[config.mk]
export PLATFORM = sky130hd
export DESIGN_NAME = ipv4_classful_subnet_classifier
export DESIGN_NICKNAME = d
export VERILOG_FILES = /design/src/sv/ipcsc_pkg.sv /design/src/sv/ipcsc_cell.sv /design/src/sv/ipcsc_out.sv /design/src/sv/ipv4_classful_subnet_classifier.sv
export SDC_FILE = /design/constraint.sdc
export NUM_CORES = 2
export LEC_CHECK = 0
export BUFFER_PORTS_ARGS = -buffer_cell sky130_fd_sc_hd__buf_2
export CORE_ASPECT_RATIO = 1.75
export CORE_MARGIN = 2
export CORE_UTILIZATION = 60
export CTS_CLUSTER_SIZE = 16
export DETAILED_ROUTE_END_ITERATION = 8
export PLACE_DENSITY = 0.8
export SLEW_MARGIN = 20
export SYNTH_ARGS = -nofsm -noshare
export SYNTH_HDL_FRONTEND = slang
export SYNTH_SLANG_ARGS = --single-unit
export TNS_END_PERCENT = 50
[constraint.sdc]
create_clock -name clock -period 57.8 [get_ports clock]
set_clock_uncertainty 0.2 [all_clocks]
set_input_delay 2.89 -clock clock [delete_from_list [all_inputs] [get_ports clock]]
set_output_delay 2.89 -clock clock [all_outputs]
set_load 0.02 [all_outputs]
[src/sv/ipcsc_pkg.sv]
// Package for the IPv4 classful subnet classifier.
// Holds the address constants, the mode codes, the beat type that runs along the
// cell chain and the class helper functions. No dependencies.
package ipcsc_pkg;

   localparam int unsigned NUM_INTERFACES_DEFAULT = 8;

   localparam logic [31:0] CLASS_A_NET_MASK  = 32'hFF00_0000;
   localparam logic [31:0] CLASS_B_NET_MASK  = 32'hFFFF_0000;
   localparam logic [31:0] CLASS_C_NET_MASK  = 32'hFFFF_FF00;
   localparam logic [31:0] CLASS_A_HOST_MASK = 32'h00FF_FFFF;
   localparam logic [31:0] CLASS_B_HOST_MASK = 32'h0000_FFFF;
   localparam logic [31:0] CLASS_C_HOST_MASK = 32'h0000_00FF;
   localparam logic [7:0]  LOOPBACK_NET      = 8'd127;
   localparam logic [31:0] ADDR_ANY          = 32'h0000_0000;
   localparam logic [31:0] ADDR_ALL_ONES     = 32'hFFFF_FFFF;

   typedef enum logic [1:0] {
      MODE_LOAD     = 2'd0,
      MODE_CLASSIFY = 2'd1,
      MODE_COMPOSE  = 2'd2
   } mode_type;

   typedef struct packed {
      logic        valid;
      mode_type    mode;
      logic [2:0]  slot;
      logic [31:0] address;
      logic [31:0] subnet_mask;
      logic [31:0] host_bits;
      logic        broadcast_capable;
      logic        entry_enable;
      logic [31:0] class_mask;
      logic        hit;
      logic [31:0] hit_mask;
      logic        local_hit;
      logic        bcast_hit;
   } beat_type;

   function automatic logic is_class_a(input logic [31:0] a);
      return a[31] == 1'b0;
   endfunction

   function automatic logic is_class_b(input logic [31:0] a);
      return a[31:30] == 2'b10;
   endfunction

   function automatic logic is_class_c(input logic [31:0] a);
      return a[31:29] == 3'b110;
   endfunction

   function automatic logic is_class_e(input logic [31:0] a);
      return a[31:28] == 4'b1111;
   endfunction

   function automatic logic [31:0] class_net_mask(input logic [31:0] a);
      logic [31:0] m;
      if (is_class_a(a)) begin
         m = CLASS_A_NET_MASK;
      end else if (is_class_b(a)) begin
         m = CLASS_B_NET_MASK;
      end else begin
         m = CLASS_C_NET_MASK;
      end
      return m;
   endfunction

endpackage

[src/sv/ipcsc_cell.sv]
// One interface entry of the classifier chain plus the beat register after it.
// Captures loads addressed to its slot and folds its match into passing beats.
// Depends on ipcsc_pkg.
module ipcsc_cell
   import ipcsc_pkg::*;
#(
   parameter int unsigned INDEX = 0
) (
   input  logic     clock,
   input  logic     reset,
   input  logic     advance,
   input  logic     subnets_local,
   input  beat_type beat_i,
   output beat_type beat_o
);

   logic        entry_valid_ff;
   logic        entry_bcast_ok_ff;
   logic [31:0] entry_address_ff;
   logic [31:0] entry_class_mask_ff;
   logic [31:0] entry_subnet_mask_ff;
   beat_type    beat_ff;
   beat_type    beat_in;

   logic        load_hit;
   logic [31:0] ea_net;
   logic [31:0] ea_sub;
   logic        net_match;
   logic        sub_match;
   logic        lookup_match;
   logic        bcast_form;

   assign load_hit = beat_i.valid && (beat_i.mode == MODE_LOAD) &&
                     (32'(beat_i.slot) == 32'(INDEX));

   assign ea_net    = entry_address_ff & entry_class_mask_ff;
   assign ea_sub    = entry_address_ff & entry_subnet_mask_ff;
   assign net_match = (beat_i.address & entry_class_mask_ff) == ea_net;
   assign sub_match = (beat_i.address & entry_subnet_mask_ff) == ea_sub;

   always_comb begin
      if (beat_i.mode == MODE_COMPOSE) begin
         lookup_match = net_match;
      end else begin
         lookup_match = (beat_i.address & beat_i.class_mask) == ea_net;
      end
   end

   assign bcast_form = (beat_i.address == ea_net) ||
                       (beat_i.address == ea_sub) ||
                       (beat_i.address == (entry_address_ff | ~entry_class_mask_ff)) ||
                       (beat_i.address == (entry_address_ff | ~entry_subnet_mask_ff));

   always_comb begin
      beat_in = beat_i;
      if (entry_valid_ff && lookup_match && !beat_i.hit) begin
         beat_in.hit      = 1'b1;
         beat_in.hit_mask = entry_subnet_mask_ff;
      end
      if (entry_valid_ff && (subnets_local ? net_match : sub_match)) begin
         beat_in.local_hit = 1'b1;
      end
      if (entry_valid_ff && entry_bcast_ok_ff && bcast_form) begin
         beat_in.bcast_hit = 1'b1;
      end
   end

   always_ff @(posedge clock) begin
      if (reset) begin
         entry_valid_ff    <= 1'b0;
         entry_bcast_ok_ff <= 1'b0;
      end else if (advance && load_hit) begin
         entry_valid_ff    <= beat_i.entry_enable;
         entry_bcast_ok_ff <= beat_i.broadcast_capable;
      end
   end

   always_ff @(posedge clock) begin
      if (advance && load_hit) begin
         entry_address_ff     <= beat_i.address;
         entry_class_mask_ff  <= beat_i.class_mask;
         entry_subnet_mask_ff <= beat_i.subnet_mask | beat_i.class_mask;
      end
   end

   always_ff @(posedge clock) begin
      if (reset) begin
         beat_ff.valid <= 1'b0;
      end else if (advance) begin
         beat_ff <= beat_in;
      end
   end

   assign beat_o = beat_ff;

endmodule

[src/sv/ipcsc_out.sv]
// Result stage of the classifier: turns the beat leaving the chain into the
// response fields and holds them until taken. Drives the chain's advance.
// Depends on ipcsc_pkg.
module ipcsc_out
   import ipcsc_pkg::*;
(
   input  logic        clock,
   input  logic        reset,
   input  beat_type    beat_i,
   input  logic        rsp_stall,
   output logic        advance,
   output logic        rsp_valid,
   output logic [31:0] rsp_network_number,
   output logic [31:0] rsp_host_number,
   output logic        rsp_is_local,
   output logic        rsp_is_broadcast,
   output logic        rsp_can_forward,
   output logic [31:0] rsp_composed_address
);

   logic        rsp_valid_ff;
   logic        rsp_valid_in;
   logic [31:0] network_ff;
   logic [31:0] network_in;
   logic [31:0] host_ff;
   logic [31:0] host_in;
   logic        local_ff;
   logic        local_in;
   logic        bcast_ff;
   logic        bcast_in;
   logic        forward_ff;
   logic        forward_in;
   logic [31:0] composed_ff;
   logic [31:0] composed_in;

   logic [31:0] a;
   logic [31:0] cm;
   logic [31:0] hm;
   logic        abc;

   assign advance = !(rsp_valid_ff && rsp_stall);

   assign a   = beat_i.address;
   assign cm  = beat_i.class_mask;
   assign abc = is_class_a(a) || is_class_b(a) || is_class_c(a);
   assign hm  = beat_i.hit ? ~beat_i.hit_mask : ~cm;

   always_comb begin
      network_in  = '0;
      host_in     = '0;
      local_in    = 1'b0;
      bcast_in    = 1'b0;
      forward_in  = 1'b0;
      composed_in = '0;
      if (beat_i.mode == MODE_CLASSIFY) begin
         if (!abc) begin
            host_in = a;
         end else if (beat_i.hit) begin
            network_in = a & beat_i.hit_mask;
            host_in    = a & ~cm & ~beat_i.hit_mask;
         end else begin
            network_in = a & cm;
            host_in    = a & ~cm;
         end
         local_in   = beat_i.local_hit;
         bcast_in   = beat_i.bcast_hit || (a == ADDR_ANY) || (a == ADDR_ALL_ONES);
         forward_in = !is_class_e(a) &&
                      !(is_class_a(a) && ((a[31:24] == 8'd0) || (a[31:24] == LOOPBACK_NET)));
      end else if (beat_i.mode == MODE_COMPOSE) begin
         composed_in = a | (beat_i.host_bits & hm);
      end
   end

   always_comb begin
      rsp_valid_in = rsp_valid_ff;
      if (advance) begin
         rsp_valid_in = beat_i.valid && (beat_i.mode != MODE_LOAD);
      end
   end

   always_ff @(posedge clock) begin
      if (reset) begin
         rsp_valid_ff <= 1'b0;
      end else begin
         rsp_valid_ff <= rsp_valid_in;
      end
   end

   always_ff @(posedge clock) begin
      if (advance) begin
         network_ff  <= network_in;
         host_ff     <= host_in;
         local_ff    <= local_in;
         bcast_ff    <= bcast_in;
         forward_ff  <= forward_in;
         composed_ff <= composed_in;
      end
   end

   assign rsp_valid            = rsp_valid_ff;
   assign rsp_network_number   = network_ff;
   assign rsp_host_number      = host_ff;
   assign rsp_is_local         = local_ff;
   assign rsp_is_broadcast     = bcast_ff;
   assign rsp_can_forward      = forward_ff;
   assign rsp_composed_address = composed_ff;

   a_compose_flags_clear: assert property (@(posedge clock) disable iff (reset)
      rsp_valid_ff && (composed_ff != 32'd0) |->
         !local_ff && !bcast_ff && !forward_ff && (network_ff == 32'd0) && (host_ff == 32'd0))
      else $error("compose beat carries classify fields");

   a_net_host_disjoint: assert property (@(posedge clock) disable iff (reset)
      rsp_valid_ff |-> ((network_ff & host_ff) == 32'd0))
      else $error("network and host parts overlap");

   a_quiet_after_reset: assert property (@(posedge clock)
      $past(reset) |-> !rsp_valid_ff)
      else $error("response valid right after reset");

   a_rise_from_chain: assert property (@(posedge clock) disable iff (reset)
      $rose(rsp_valid_ff) |-> $past(beat_i.valid) && ($past(beat_i.mode) != MODE_LOAD))
      else $error("response without a classify or compose beat");

endmodule

[src/sv/ipv4_classful_subnet_classifier.sv]
// IPv4 classful subnet classifier. Each beat runs through a chain of one cell per
// interface entry and then a result register, and one beat is accepted every cycle
// as long as the response is taken; while a response waits under rsp_stall the whole
// chain holds and req_stall is high. Loads travel the same chain and take effect at
// their cell, so every beat sees exactly the loads accepted before it. Load beats and
// beats with an unused mode give no response.
// Depends on ipcsc_pkg, ipcsc_cell, ipcsc_out.
module ipv4_classful_subnet_classifier
   import ipcsc_pkg::*;
#(
   parameter int unsigned NUM_INTERFACES = NUM_INTERFACES_DEFAULT
) (
   input  logic        clock,
   input  logic        reset,
   input  logic        csr_write_enable,
   input  logic        csr_write_data,
   input  logic        req_valid,
   output logic        req_stall,
   input  logic [1:0]  req_mode,
   input  logic [2:0]  req_entry_slot,
   input  logic [31:0] req_address,
   input  logic [31:0] req_subnet_mask,
   input  logic [31:0] req_host_bits,
   input  logic        req_broadcast_capable,
   input  logic        req_entry_enable,
   output logic        rsp_valid,
   input  logic        rsp_stall,
   output logic [31:0] rsp_network_number,
   output logic [31:0] rsp_host_number,
   output logic        rsp_is_local,
   output logic        rsp_is_broadcast,
   output logic        rsp_can_forward,
   output logic [31:0] rsp_composed_address
);

   logic     subnets_local_ff;
   logic     advance;
   beat_type chain [NUM_INTERFACES + 1];

   always_ff @(posedge clock) begin
      if (reset) begin
         subnets_local_ff <= 1'b1;
      end else if (csr_write_enable) begin
         subnets_local_ff <= csr_write_data;
      end
   end

   assign req_stall = !advance;

   always_comb begin
      chain[0].valid             = req_valid && ((req_mode == MODE_LOAD) ||
                                   (req_mode == MODE_CLASSIFY) ||
                                   (req_mode == MODE_COMPOSE));
      chain[0].mode              = mode_type'(req_mode);
      chain[0].slot              = req_entry_slot;
      chain[0].address           = req_address;
      chain[0].subnet_mask       = req_subnet_mask;
      chain[0].host_bits         = req_host_bits;
      chain[0].broadcast_capable = req_broadcast_capable;
      chain[0].entry_enable      = req_entry_enable;
      chain[0].class_mask        = class_net_mask(req_address);
      chain[0].hit               = 1'b0;
      chain[0].hit_mask          = '0;
      chain[0].local_hit         = 1'b0;
      chain[0].bcast_hit         = 1'b0;
   end

   for (genvar i = 0; i < NUM_INTERFACES; i++) begin : g_cell
      ipcsc_cell #(
         .INDEX (i)
      ) u_cell (
         .clock         (clock),
         .reset         (reset),
         .advance       (advance),
         .subnets_local (subnets_local_ff),
         .beat_i        (chain[i]),
         .beat_o        (chain[i + 1])
      );
   end

   ipcsc_out u_out (
      .clock                (clock),
      .reset                (reset),
      .beat_i               (chain[NUM_INTERFACES]),
      .rsp_stall            (rsp_stall),
      .advance              (advance),
      .rsp_valid            (rsp_valid),
      .rsp_network_number   (rsp_network_number),
      .rsp_host_number      (rsp_host_number),
      .rsp_is_local         (rsp_is_local),
      .rsp_is_broadcast     (rsp_is_broadcast),
      .rsp_can_forward      (rsp_can_forward),
      .rsp_composed_address (rsp_composed_address)
   );

endmodule

==> reports/metrics.cfg <==
[global_routing]
overflow=0
grt_max_degree=210
antenna_found_initial=21
first_global_vias=42459
top_usage_layer=met2
met1_usage_pct=35.1
grt_use_met3_pct=9.20
track_usage_pct=42.5
grt_pass1_wl_um=318000
use_met2_pct=74.7

[finish]
design_area_mm2=0.0714
num-fill-cells=7057
multi_input_area_mm2=0.0171
seq_area_mm2=0.0461
synthToLayoutAreaGrowth_pct=11.0
drive_above_1_share_pct=15.9
fin_nets=4777

[pwr]
power.leakage_nw=24.7
power_density_mw_per_mm2=32.9
ir_worst_vdd_v=0.0000327

[yosys]
synth_area_mm2=0.0643
yosysTopAreaCell=edfxtp_1
async_flop_share_pct=0
synthFlopType=edfxtp_1
syn_area_per_cell_um2=14.5
ys_top_cells_by_area=edfxtp_1, mux2_2, nand2_1, nor2b_1, o22ai_1
synth_cells=4440
yosysMostFrequentCell=edfxtp_1
synth-seq-cells=1544
seq_area_frac_synth_pct=71.7
synth_edf_count=1518
syn_nets=4549
synth_cell_type_count=92
yosys_warnings=0
synthTopCellsByCount=edfxtp_1, nand2_1, nor2b_1, a21oi_1, o22ai_1
synth_top_area_share_pct=70.9

[worst_setup_path]
required_ns=57.99
path_max_fanout=80
worstSetupEndpointType=register
cp.arrival_ns=8.05
crit_type=in2reg
startpoint_type=input pin

[die]
fp.dieW_um=251
chipHeight_um=437
ios=210
core_area_mm2=0.106
dieArea_mm2=0.110
start_util_pct=60.6
rows=158

[cts]
cts-buffers-inserted=136
hold_buffers=0
clkTransAtPathRegs_ns=0.07
clock-root-buffer=clkbuf_16
cts_setup_buffers=0
cts_max_path_buffers=3
cts_resized=0
cts.htree.levels=4
cts.sinks=1544
cts_tree=done
clkLatencyLatePin_ns=0.82

[place]
port_buffers=201
gp_congestion=1.06
placed_cell_area_mm2=0.0668
dpl.hpwl_um=168000

[route]
routedWlPerCell_um=37.6
ant_nets=0
drc=0
routed_wl_um=231000
routed_via_density=6.86
first_pass_iters=9
vias=42171
drt-initial-drc-count=4509

[sta]
fin_crit_ns=7.87
finalHoldViolCount=0
rsz0062_at_grt=no
setup_viol=0
slew_viol_final=0
period_share_pct=13.6
fmax_ghz=0.127
final.setup.tns_ns=0
worstMarginPinSlew_ns=1.23
max_slew_margin_pct=17.9

[min_path]
hp-class=reg2reg

[job]
cap_violations=0

[status]
outcome=finished clean

-- placed cells by master (no fill, tap or decap), types with 114 or more instances in the layout --
master	instances
nand2_1	370
or2_2	125
o22ai_1	147
inv_1	133
nor2b_1	210
clkbuf_16	137
mux2_2	130
a21oi_1	154
nor4_1	114
edfxtp_1	1518
nor2_1	142
buf_2	201
-- worst paths after layout --
check	startpoint	to	slack (ns)	cells past startpoint
worst min-delay path	g_cell[1].u_cell.beat_o[78]$_DFFE_PP_	g_cell[2].u_cell.beat_o[78]$_DFFE_PP_	0.19	0
worst max register to register	u_out.rsp_valid$_SDFFE_PP0N_	g_cell[5].u_cell.beat_o[138]$_DFFE_PP_	51.74	8
worst max-delay path	rsp_stall	g_cell[5].u_cell.beat_o[138]$_DFFE_PP_	49.93	9
worst min register to register	g_cell[1].u_cell.beat_o[78]$_DFFE_PP_	g_cell[2].u_cell.beat_o[78]$_DFFE_PP_	0.19	0
-- flip-flops by register name, summed over array words and instances (netlist names) --
register,count
u_out.rsp_can_forward,1
g_cell.u_cell.entry_address_ff,248
u_out.rsp_network_number,32
u_out.rsp_composed_address,32
subnets_local_ff,1
g_cell.u_cell.entry_valid_ff,8
g_cell.u_cell.beat_o,971
u_out.rsp_valid,1
g_cell.u_cell.entry_class_mask_ff,16
u_out.rsp_is_local,1
u_out.rsp_is_broadcast,1
u_out.rsp_host_number,32
g_cell.u_cell.entry_subnet_mask_ff,192
g_cell.u_cell.entry_bcast_ok_ff,8
-- power breakdown --
| part | total, mW | internal (mW) | switching (mW) |
|---|---|---|---|
| Combinational | 0.0881 | 0.0308 | 0.0573 |
| Clock | 0.934 | 0.496 | 0.438 |
| Sequential | 1.33 | 1.28 | 0.0527 |
-- cell families (layout without fill, tap and decap cells) --
logic type	after synthesis	in the layout	synth area share, %
AO/OA/AOI/OAI	760	760	8.36
other	0	15	0
multiplexers	175	175	3.16
flip-flops	1544	1544	71.7
XOR/XNOR	113	113	1.54
AND/OR/NAND/NOR	1550	1550	13.4
buffers and inverters	298	634	1.85
-- area by class of cell --
type | instances | share of cell area [%]
Tap cell | 1360 | 2.38
Clock inverter | 79 | 1.36
Timing Repair Buffer | 250 | 1.98
Clock buffer | 167 | 4.99
Multi-Input combinational cell | 2598 | 23.9
Sequential cell | 1544 | 64.6
Inverter | 138 | 0.726
Antenna cell | 15 | 0.0526
-- worst max-delay path, cell delays in order --
cell	delay, ns
buf_2	0.12
nand2_4	0.40
clkinv_1	0.58
nor2_4	0.25
buf_12	0.32
buf_4	0.66
buf_4	0.89
buf_4	0.81
buf_4	0.87
-- stage by stage --
step / total power, mW / utilization (%) / setup WS, ns / instances / hold WS, ns
after floorplan: 1.42 / - / 7.72 / 4440 / 0.200
after CTS: 2.34 / 67.2 / 49.50 / 6135 / 0.192
final: 2.35 / 67.2 / 49.93 / 6151 / 0.192
after detailed placement: 1.43 / 62.9 / 48.74 / 5889 / 0.205
after global routing: 2.39 / 67.2 / 49.71 / 6141 / 0.202
after global placement: 1.43 / 62.9 / 48.93 / 5889 / 0.201
-- layer usage --
metal  wire length, um  share of wire, %  up-vias
met1             61000                26    20498
met3             14500               6.3     1177
met4             35800                15        8
met5                48             0.021        -
li1                  -                 -    17715
met2            120000                52     2773
Power figures use the tool's default switching activity.
